[config.mk]
export PLATFORM = sky130hd
export DESIGN_NAME = ipv4_dotted_quad_parser
export DESIGN_NICKNAME = d
export VERILOG_FILES = /design/src/rtl/ipv4p_pkg.sv /design/src/rtl/ipv4p_step.sv /design/src/rtl/ipv4_dotted_quad_parser.sv
export SDC_FILE = /design/constraint.sdc
export NUM_CORES = 1
export LEC_CHECK = 0
export ABC_AREA = 1
export BUFFER_PORTS_ARGS = -buffer_cell sky130_fd_sc_hd__buf_2
export CAP_MARGIN = 20
export CORE_MARGIN = 2
export CORE_UTILIZATION = 45
export DETAILED_ROUTE_END_ITERATION = 10
export PLACE_DENSITY = 0.69
export REMOVE_ABC_BUFFERS = 1
export SYNTH_ARGS = -nofsm -noshare
export SYNTH_HDL_FRONTEND = slang
export SYNTH_SLANG_ARGS = --single-unit
[constraint.sdc]
create_clock -name i_clk -period 3.3 [get_ports i_clk]
set_input_delay 0 -clock i_clk [delete_from_list [all_inputs] [get_ports i_clk]]
set_output_delay 0 -clock i_clk [all_outputs]
set_load 0.01 [all_outputs]
[src/rtl/ipv4p_pkg.sv]
// ----------------------------------------------------------------------------
// ipv4p_pkg
// Shared types and constants for the dotted-quad address parser.
// ----------------------------------------------------------------------------
package ipv4p_pkg;

    // Character codes that the parser looks for.
    localparam logic [7:0] CHAR_DOT  = 8'h2E;
    localparam logic [7:0] CHAR_ZERO = 8'h30;
    localparam logic [7:0] CHAR_NINE = 8'h39;

    // Most digits allowed in one field.
    localparam logic [1:0] MAX_DIGITS = 2'd3;

    // Index of the last field, which needs no dot after it.
    localparam logic [1:0] LAST_FIELD = 2'd3;

    localparam int unsigned OCTET_W = 10;
    localparam int unsigned NUM_FIELDS = 4;

    // Parse status, one-hot.
    typedef enum logic [2:0] {
        ST_SCAN = 3'b001,
        ST_DONE = 3'b010,
        ST_ERR  = 3'b100
    } t_status;

    // Everything the parser carries from one character to the next.
    typedef struct packed {
        logic [1:0]                               field_index;
        logic [1:0]                               digit_count;
        logic [NUM_FIELDS-1:0][OCTET_W-1:0]       values;
        t_status                                  status;
    } t_parse_state;

    // One finished parse, as sent to the receiver.
    typedef struct packed {
        logic [NUM_FIELDS-1:0][OCTET_W-1:0]       octets;
        logic                                     well_formed;
    } t_result;

    localparam t_parse_state PARSE_RESET = '{
        field_index: 2'd0,
        digit_count: 2'd0,
        values:      '0,
        status:      ST_SCAN
    };

endpackage

[src/rtl/ipv4p_step.sv]
// ----------------------------------------------------------------------------
// ipv4p_step
// Next-state and result logic for one character of the address text.
// ----------------------------------------------------------------------------
module ipv4p_step (
    input  ipv4p_pkg::t_parse_state i_state,
    input  logic [7:0]              i_char,
    input  logic                    i_last,
    output ipv4p_pkg::t_parse_state o_state,
    output ipv4p_pkg::t_result      o_result
);

    logic                   is_digit;
    logic [3:0]             digit;
    logic [9:0]             cur_value;
    logic [13:0]            acc_wide;
    ipv4p_pkg::t_parse_state upd;
    ipv4p_pkg::t_status     fin_status;
    logic                   ok;

    // Classify the character and form the extended accumulator value.
    assign is_digit  = i_char inside {[ipv4p_pkg::CHAR_ZERO:ipv4p_pkg::CHAR_NINE]};
    assign digit     = i_char[3:0];
    assign cur_value = i_state.values[i_state.field_index];
    assign acc_wide  = ({4'd0, cur_value} << 3) + ({4'd0, cur_value} << 1)
                     + {10'd0, digit};

    // Apply the character to the scan state.
    always_comb begin
        upd = i_state;
        if (i_state.status == ipv4p_pkg::ST_SCAN) begin
            if (is_digit) begin
                if (i_state.digit_count == ipv4p_pkg::MAX_DIGITS) begin
                    upd.status = ipv4p_pkg::ST_ERR;
                end else begin
                    upd.values[i_state.field_index] = acc_wide[9:0];
                    upd.digit_count = i_state.digit_count + 2'd1;
                end
            end else if (i_state.digit_count == 2'd0) begin
                upd.status = ipv4p_pkg::ST_ERR;
            end else if (i_state.field_index != ipv4p_pkg::LAST_FIELD) begin
                if (i_char == ipv4p_pkg::CHAR_DOT) begin
                    upd.field_index = i_state.field_index + 2'd1;
                    upd.digit_count = 2'd0;
                end else begin
                    upd.status = ipv4p_pkg::ST_ERR;
                end
            end else begin
                upd.status = ipv4p_pkg::ST_DONE;
            end
        end
    end

    // The end of the text terminates the fourth field if it is still open.
    always_comb begin
        fin_status = upd.status;
        if (upd.status == ipv4p_pkg::ST_SCAN) begin
            if (upd.field_index == ipv4p_pkg::LAST_FIELD && upd.digit_count != 2'd0) begin
                fin_status = ipv4p_pkg::ST_DONE;
            end else begin
                fin_status = ipv4p_pkg::ST_ERR;
            end
        end
    end

    assign ok = (fin_status == ipv4p_pkg::ST_DONE);

    // Result fields are forced to zero on a malformed address.
    assign o_result.octets      = ok ? upd.values : '0;
    assign o_result.well_formed = ok;

    // After the final character the parser starts over for the next string.
    assign o_state = i_last ? ipv4p_pkg::PARSE_RESET : upd;

endmodule

[src/rtl/ipv4_dotted_quad_parser.sv]
// ----------------------------------------------------------------------------
// ipv4_dotted_quad_parser
// Parses dotted-decimal IPv4 address text, one character per transfer.
// ----------------------------------------------------------------------------
// Usage:
//   The input channel (i_valid / o_ready) carries one ASCII character per
//   transfer, with i_end_of_text set on the final character of a string.
//   The output channel (o_valid / i_ready) carries one result per string:
//   four field values of 0 to 999 and a well-formed flag. A malformed
//   string gives all-zero fields and the flag low.
//   The result is presented in the cycle after the transfer of the
//   final character. One character is taken every cycle while o_ready
//   is high; the parse state is updated by a single level of logic in
//   the accepting cycle. The result sits in an output register. While it
//   is held, o_ready follows i_ready, so the input stalls in every cycle
//   in which a result waits and the receiver is not ready. A result taken
//   in a cycle frees the register for the next one in that same cycle.
//   Reset clears the parse state to the start of a string and empties the
//   output register.
// ----------------------------------------------------------------------------
module ipv4_dotted_quad_parser (
    input  logic       i_clk,
    input  logic       i_rst_n,
    input  logic       i_valid,
    output logic       o_ready,
    input  logic [7:0] i_char_byte,
    input  logic       i_end_of_text,
    output logic       o_valid,
    input  logic       i_ready,
    output logic [9:0] o_octet_a,
    output logic [9:0] o_octet_b,
    output logic [9:0] o_octet_c,
    output logic [9:0] o_octet_d,
    output logic       o_well_formed
);

    ipv4p_pkg::t_parse_state r_state;
    ipv4p_pkg::t_parse_state n_state;
    ipv4p_pkg::t_result      r_result;
    ipv4p_pkg::t_result      n_result;
    logic                    r_out_valid;
    logic                    in_xfer;
    logic                    out_xfer;

    // Handshake: the output register frees up in the same cycle it drains.
    assign out_xfer = r_out_valid && i_ready;
    assign o_ready  = !r_out_valid || i_ready;
    assign in_xfer  = i_valid && o_ready;

    ipv4p_step u_step (
        .i_state  (r_state),
        .i_char   (i_char_byte),
        .i_last   (i_end_of_text),
        .o_state  (n_state),
        .o_result (n_result)
    );

    // Parse state and output valid.
    always_ff @(posedge i_clk) begin
        if (!i_rst_n) begin
            r_state     <= ipv4p_pkg::PARSE_RESET;
            r_out_valid <= 1'b0;
        end else begin
            if (in_xfer) begin
                r_state <= n_state;
            end
            if (in_xfer && i_end_of_text) begin
                r_out_valid <= 1'b1;
            end else if (out_xfer) begin
                r_out_valid <= 1'b0;
            end
        end
    end

    // Result payload.
    always_ff @(posedge i_clk) begin
        if (in_xfer && i_end_of_text) begin
            r_result <= n_result;
        end
    end

    assign o_valid       = r_out_valid;
    assign o_octet_a     = r_result.octets[0];
    assign o_octet_b     = r_result.octets[1];
    assign o_octet_c     = r_result.octets[2];
    assign o_octet_d     = r_result.octets[3];
    assign o_well_formed = r_result.well_formed;

    // The final character of a string always produces a result next cycle.
    a_last_gives_result: assert property (@(posedge i_clk) disable iff (!i_rst_n)
        (in_xfer && i_end_of_text) |=> o_valid)
        else $error("final character did not produce a result");

    // A malformed result carries only zero fields.
    a_error_zeroes: assert property (@(posedge i_clk) disable iff (!i_rst_n)
        (o_valid && !o_well_formed) |->
        (o_octet_a == 10'd0 && o_octet_b == 10'd0 &&
         o_octet_c == 10'd0 && o_octet_d == 10'd0))
        else $error("malformed result has nonzero fields");

    // Each string starts from a clean parse state.
    a_restart_clean: assert property (@(posedge i_clk) disable iff (!i_rst_n)
        (in_xfer && i_end_of_text) |=>
        (r_state.field_index == 2'd0 && r_state.digit_count == 2'd0 &&
         r_state.status == ipv4p_pkg::ST_SCAN))
        else $error("parse state not cleared after final character");

    // A waiting result is never overwritten.
    a_no_overwrite: assert property (@(posedge i_clk) disable iff (!i_rst_n)
        (r_out_valid && !i_ready) |-> !o_ready)
        else $error("input accepted while a held result is stalled");

endmodule
* After elaboration in Yosys (flattened, before gate mapping)
Cells that the tools add are included.
** Word-level totals
- Register bits after elaboration :: 89
- Bits of input ports :: 13
- Output and inout port bits :: 43
- Logic and storage cells :: 62
** Operators by class
- $add $sub $neg :: 4
- Magnitude comparators :: 4
- Equality and inequality tests :: 7
- Mux-type cells :: 23
- Reduce and logical (&&, ||, !) cells :: 11
** Operators with widths (number)
- $mux 47 :: 2
- $mux 42 :: 1
- $bwmux 40 :: 1
- $mux 40 :: 1
- $mux 3 :: 7
- $bmux 10 s2 :: 1
- $demux 10 s2 :: 1
- $mux 4 :: 3
- $add 10x10->10 :: 1
- $add 10x4->10 :: 1
- $mux 10 :: 1
- $mux 9 :: 1
- $eq 8x6->1 const B :: 1
- $ge 8x6->1 const B :: 1
- $le 8x6->1 const B :: 1
- $eq 3x1->1 const B :: 2
- $logic_and 1x1->1 :: 6
- $add 2x1->2 const B :: 2
- $eq 2x2->1 const B :: 2
- $mux 2 :: 2
- $reduce_bool 2->1 :: 2
- $eq 3x2->1 const B :: 1
- $lt 2x3->1 const B :: 1
- $ge 2x1->1 const B :: 1
- other kinds (5) :: 6

* Depth between registers and ports, before layout
- Depth after elaboration :: 13
- Depth in mapped cells :: 18

* Modules after synthesis
Synthesis repeated with hierarchy kept, for this count alone.
** Second synthesis, totals
- Cells, all modules :: 765
- Area, all modules :: 6003.3 µm²
** By module, submodules not included
- ipv4_dotted_quad_parser :: times used 1, cells an instance 357, area an instance 3618.5 µm², seq. area each 2192.1 µm²
- ipv4p_step :: times used 1, cells an instance 408, area an instance 2384.8 µm², seq. area each 0.0 µm²

* Least setup slack after synthesis
Ideal clock, no wire load.
- Path type :: register to register
- From :: register r_state[45] in the netlist's numbering
- To :: register r_result (netlist bit o_octet_a[7]), data pin
- Library setup time :: 0.253 ns
- Arrival time :: 2.891 ns
- Data required time :: 3.047 ns
- Slack :: 0.156 ns
- Stages on the path, launching flop included :: 16
- Cell sequence :: dfxtp_1 buf_2 clkbuf_1 a21oi_1 a32oi_1 inv_1 fa_1 inv_1 ha_1 nand3_1 nand2_1 a21oi_1 xor2_1 nand2_1 nand2_1 nor2_4
** Between the ends
- Cells in the longest elaborated chain, start to end :: 11
- Elaborated cells on any way between the ends :: 30
- Those cells by class :: 3 x add/sub; 2 x order compare; 4 x eq/ne; 18 x mux; 3 x reduce/logical
** RTL lines
- start, declared :: RTL line ipv4_dotted_quad_parser.sv:37 : ipv4p_pkg::t_parse_state r_state;
- start signal, assigned :: RTL line ipv4_dotted_quad_parser.sv:61 : r_state <= ipv4p_pkg::PARSE_RESET;
- start signal, assigned :: RTL line ipv4_dotted_quad_parser.sv:65 : r_state <= n_state;
- parallel branches: the longest is 5 deep, another holds $add 10x10->10
- $mux 47 * :: RTL line ipv4p_step.sv:31 : if (i_state.status == ipv4p_pkg::ST_SCAN) begin
- $eq 2x2->1 :: RTL line ipv4p_step.sv:58 : if (upd.field_index == ipv4p_pkg::LAST_FIELD && upd.digit_count != 2'd0) begin
- $logic_and 1x1->1 :: RTL line ipv4p_step.sv:58
- $mux 3 :: RTL line ipv4p_step.sv:58
- $mux 3 :: RTL line ipv4p_step.sv:57 : if (upd.status == ipv4p_pkg::ST_SCAN) begin
- $eq 3x2->1 :: RTL line ipv4p_step.sv:66 : assign ok = (fin_status == ipv4p_pkg::ST_DONE);
- end signal, assigned :: RTL line ipv4_dotted_quad_parser.sv:78 : r_result <= n_result;
- end, declared :: RTL line ipv4_dotted_quad_parser.sv:39 : ipv4p_pkg::t_result r_result;
Every way passes the cells marked *. The select of a mux whose other input is x is not followed.
A chain may end at the register's enable or synchronous reset.

* Worst setup path after layout
- From :: register r_state[46] in the netlist's numbering
- To :: register r_result (netlist bit o_octet_c[7]), data pin
Same word-level chain as after synthesis.

==> impl_metrics.prom <==
# TYPE chip_impl_metric gauge
chip_impl_metric{name="power_leakage",unit="nW"} 2.28
chip_impl_metric{name="period_share",unit="%"} 92.4
chip_impl_metric{name="setup_total_negative_slack",unit="ns"} 0
chip_impl_info{name="setup.worst_path.end_class",value="flip-flop"} 1
chip_impl_metric{name="path_buf_inv",unit=""} 3
chip_impl_info{name="worst-setup-path-type",value="reg -> reg"} 1
chip_impl_metric{name="reg2reg_slack",unit="ns"} 0.25
chip_impl_metric{name="worstSkewPairLatency",unit="ns"} 0.34
chip_impl_metric{name="design.final.nets",unit=""} 691
chip_impl_info{name="synth_top_family_by_area",value="simple AND/OR/NAND/NOR gates"} 1
chip_impl_metric{name="worst_hold_path_depth",unit=""} 4
chip_impl_metric{name="synth.avg_cell_area",unit="sq um"} 8.64
chip_impl_metric{name="cts-buffers-inserted",unit=""} 9
chip_impl_metric{name="insertedDiodeCount",unit=""} 0
chip_impl_metric{name="ys_ff_latch",unit=""} 89
chip_impl_metric{name="worstPathRequired",unit="ns"} 3.38
chip_impl_metric{name="detail_route.wl_per_cell",unit="microns"} 15.0
chip_impl_metric{name="chipWidth",unit="microns"} 111
chip_impl_metric{name="netlist_area",unit="sq mm"} 0.00517
chip_impl_info{name="crit_family",value="adder cells"} 1
chip_impl_metric{name="timing.final.crit_period",unit="ns"} 3.05
chip_impl_info{name="synth_ff_type",value="sky130_fd_sc_hd__dfxtp_1"} 1
chip_impl_metric{name="vdd_drop_max",unit="mV"} 0.194
chip_impl_metric{name="timing_hold_violations_final",unit=""} 0
chip_impl_info{name="min-delay-start",value="i_ready"} 1
chip_impl_metric{name="number_of_instances_in_the_synthesized_netlist",unit=""} 599
chip_impl_metric{name="antenna_found_initial",unit=""} 0
chip_impl_metric{name="groute.usage.overall",unit="%"} 20.1
chip_impl_metric{name="synth-seq-area-share",unit="%"} 42.4
chip_impl_metric{name="synth_adder_area_share",unit="%"} 5.13
chip_impl_metric{name="relSlewSlack",unit="%"} 45.7
chip_impl_metric{name="drtAntennaViolNets",unit=""} 0
chip_impl_metric{name="clkSinkCount",unit=""} 89
chip_impl_metric{name="via_count",unit=""} 4103
chip_impl_metric{name="floorplan.core_area",unit="sq mm"} 0.0113
chip_impl_metric{name="grt_start_max_net_pins",unit=""} 46
chip_impl_metric{name="pwr_density_cell",unit="mW/mm^2"} 411
chip_impl_metric{name="synth_compound_gate_area_share",unit="%"} 13.4
chip_impl_info{name="cts-root-buf",value="sky130_fd_sc_hd__clkbuf_16"} 1
chip_impl_metric{name="fmax",unit="GHz"} 0.328
chip_impl_metric{name="worst-endpoint-arrival",unit="ns"} 3.13
chip_impl_metric{name="layout.cells.non_filler",unit=""} 806
chip_impl_metric{name="layout_cell_share_with_drive_strength_beyond_1",unit="%"} 27.8
chip_impl_metric{name="synth.area.mux_share",unit="%"} 0.387
chip_impl_info{name="outcome",value="complete, no violations"} 1
chip_impl_metric{name="critical_path.max_stage_delay",unit="ns"} 0.58
chip_impl_info{name="critPathLaunchType",value="flip-flop"} 1
chip_impl_metric{name="detailedPlacementHpwl",unit="microns"} 8610
chip_impl_metric{name="number_of_flops_mapped_to_enable_cells_by_yosys",unit=""} 41
chip_impl_metric{name="synth-warning-count",unit=""} 0
chip_impl_metric{name="grt_pass1_vias",unit=""} 3877
chip_impl_metric{name="synth_xor_xnor_area_share",unit="%"} 0.677
chip_impl_metric{name="first_pass_iters",unit=""} 5
chip_impl_info{name="cts_tree",value="done"} 1
chip_impl_info{name="min_path_type",value="in -> reg"} 1
chip_impl_info{name="timing.critical_path.slowest_stage_cell",value="sky130_fd_sc_hd__fa_1"} 1
chip_impl_metric{name="worstMarginPinSlew",unit="ns"} 0.813
chip_impl_metric{name="slew_violations",unit=""} 0
chip_impl_metric{name="post_synth_and_or_nand_nor_area_fraction",unit="%"} 29.8
chip_impl_metric{name="dr.first_iter.drc_count",unit=""} 231
chip_impl_metric{name="postSynth.asyncResetShare",unit="%"} 0
chip_impl_info{name="worst_reg2reg_path_startpoint",value="r_state[46]"} 1
chip_impl_metric{name="place.detailed.instances",unit=""} 789
chip_impl_metric{name="synthToLayoutAreaGrowth",unit="%"} 14.4
chip_impl_metric{name="initial_core_util",unit="%"} 45.7
chip_impl_info{name="reg_to_reg_endpoint",value="o_octet_c[7]"} 1
chip_impl_metric{name="die_area",unit="sq mm"} 0.0124
chip_impl_info{name="path_cells",value="inv_1 -> a21oi_1 -> a32oi_2 -> inv_1 -> fa_1 -> inv_1 -> ha_1 -> nand3_1 -> nand2_1 -> a21oi_1 -> xor2_2 -> nand2_1 -> nand2_1 -> nor2_4"} 1
chip_impl_info{name="layout.cells.most_common",value="sky130_fd_sc_hd__nand2_1"} 1
chip_impl_metric{name="aggregate_global_routing_overflow",unit=""} 0
chip_impl_metric{name="final.setup_skew",unit="ns"} 0.00978
chip_impl_metric{name="finalSetupViolCount",unit=""} 0
chip_impl_metric{name="grt_first_pass_wirelength",unit="microns"} 19800
chip_impl_info{name="most-common-layout-cells",value="sky130_fd_sc_hd__nand2_1 (128), sky130_fd_sc_hd__buf_2 (55), sky130_fd_sc_hd__inv_1 (54), sky130_fd_sc_hd__dfxtp_1 (47), sky130_fd_sc_hd__nor2_4 (44)"} 1
chip_impl_metric{name="cts.reportedPaths.clkPinSlew",unit="ns"} 0.06
chip_impl_metric{name="totalWireLength",unit="microns"} 12100
chip_impl_info{name="whs_endpoint",value="o_valid"} 1
chip_impl_metric{name="io_buffer_count",unit=""} 55
chip_impl_metric{name="fp-row-count",unit=""} 39
chip_impl_metric{name="place_congestion",unit=""} 0.910
chip_impl_metric{name="cts_buffer_depth",unit=""} 2
chip_impl_metric{name="viasPerCell",unit=""} 5.09
chip_impl_metric{name="pin_count",unit=""} 56
chip_impl_metric{name="cp_max_fo",unit=""} 8
chip_impl_metric{name="htreeDepth",unit=""} 3
chip_impl_metric{name="drt_drc_violations_left",unit=""} 0
chip_impl_metric{name="die_y",unit="microns"} 111
chip_impl_metric{name="cts.repair_timing.setup_buffer_count",unit=""} 0
chip_impl_metric{name="rr_worst_depth",unit=""} 14
chip_impl_metric{name="drv_cap",unit=""} 0
chip_impl_metric{name="synth_cell_type_count",unit=""} 43
## registers in the layout, summed over array words and instances (netlist names)
name and count:
o_octet_b 10, o_well_formed 1, o_octet_c 10, o_octet_d 10, o_octet_a 10, o_valid 1
r_state 47
## tightest hold or removal path: cells and delay by family
| family | cells | cell delay [ns] |
|---|---|---|
| AO/OA/AOI/OAI | 1 | 0.16 |
| buffers and inverters | 2 | 0.11 |
| AND/OR/NAND/NOR | 1 | 0.04 |
## layout make-up
cell class / instances / area [sq um]
clock buffer: 13 / 240
fill: 1070 / 5400
multi-input combinational: 418 / 2570
clock inverter: 3 / 67.6
timing repair buffer: 73 / 413
sequential: 89 / 2190
inverter: 67 / 251
tap: 143 / 179
## metrics by stage
stage / worst slack (ns) / hold slack, ns / util [%] / instance area [sq um] / total power, mW
floorplan: -0.262 / 0.122 / - / 5000 / 1.30
global placement: 0.203 / 0.253 / 49.3 / 5590 / 1.35
detailed placement: 0.0612 / 0.293 / 49.3 / 5590 / 1.36
CTS: 0.0512 / 0.0435 / 52.1 / 5900 / 2.43
global route: -0.00441 / 0.0462 / 52.3 / 5920 / 2.50
finish: 0.250 / 0.0300 / 52.3 / 5920 / 2.43
## power by group
| part | switching (mW) | internal [mW] |
|---|---|---|
| clock network | 0.432 | 0.666 |
| registers | 0.00696 | 1.17 |
| logic | 0.109 | 0.0461 |
## cells in the mapped netlist, types with 3 or more instances
library cell,number,area share [%]
sky130_fd_sc_hd__nand2_1,128,9.3
sky130_fd_sc_hd__inv_1,54,3.9
sky130_fd_sc_hd__dfxtp_1,48,19
sky130_fd_sc_hd__nor2_4,43,9.4
sky130_fd_sc_hd__a21oi_1,41,4.0
sky130_fd_sc_hd__edfxtp_1,41,24
sky130_fd_sc_hd__nor2_1,36,2.6
sky130_fd_sc_hd__nand3_1,33,3.2
sky130_fd_sc_hd__ha_1,18,4.4
sky130_fd_sc_hd__clkbuf_1,16,1.2
sky130_fd_sc_hd__o21ai_0,16,1.5
sky130_fd_sc_hd__o21a_1,15,2.2
sky130_fd_sc_hd__o21ai_1,14,1.4
sky130_fd_sc_hd__or2_2,14,1.7
sky130_fd_sc_hd__inv_2,12,0.87
sky130_fd_sc_hd__o21ai_2,8,1.4
sky130_fd_sc_hd__o22ai_1,7,0.85
sky130_fd_sc_hd__a2bb2oi_1,6,1.0
sky130_fd_sc_hd__nand2_2,6,0.73
sky130_fd_sc_hd__nand3_2,5,0.97
sky130_fd_sc_hd__buf_12,4,1.5
sky130_fd_sc_hd__buf_4,3,0.44
sky130_fd_sc_hd__nor2_2,3,0.36
## timing repair
item,CTS,global route
setup endpoints to repair,0,30
resized for setup,0,3
hold buffers,1,0
hold endpoints to repair,1,0
## worst max path at each step
| stage | to | slack, ns | start | cells past startpoint |
|---|---|---|---|---|
| finish | o_octet_c[7] | 0.25 | r_state[46] | 14 |
| global route | o_octet_d[6] | -0.004 | r_state[46] | 15 |
| CTS | o_octet_c[7] | 0.05 | r_state[45] | 13 |
| detailed placement | o_octet_c[7] | 0.06 | r_state[45] | 13 |
| global placement | o_octet_d[7] | 0.20 | r_state[45] | 13 |
| floorplan | o_octet_a[0] | -0.26 | o_valid | 5 |
## kinds of logic (layout without fill, tap and decap cells)
family | Yosys count | count (layout)
AOI/OAI and AO/OA | 114 | 114
muxes | 2 | 2
xor gates and xnor gates | 4 | 4
and+or+nand+nor | 278 | 278
buffers and inverters | 92 | 156
DFF | 89 | 89
adders and majority gates | 20 | 20
## per-layer routing
metal  vias to the layer above  GRT usage, %  routed length [microns]
met5                         -             0                        0
met4                         0          7.57                      271
met3                        24          3.12                      562
met2                       104          32.9                     5840
met1                      1889          26.8                     5440
li1                       2086             -                        -
Note: power is estimated with default switching activity, not from simulation.
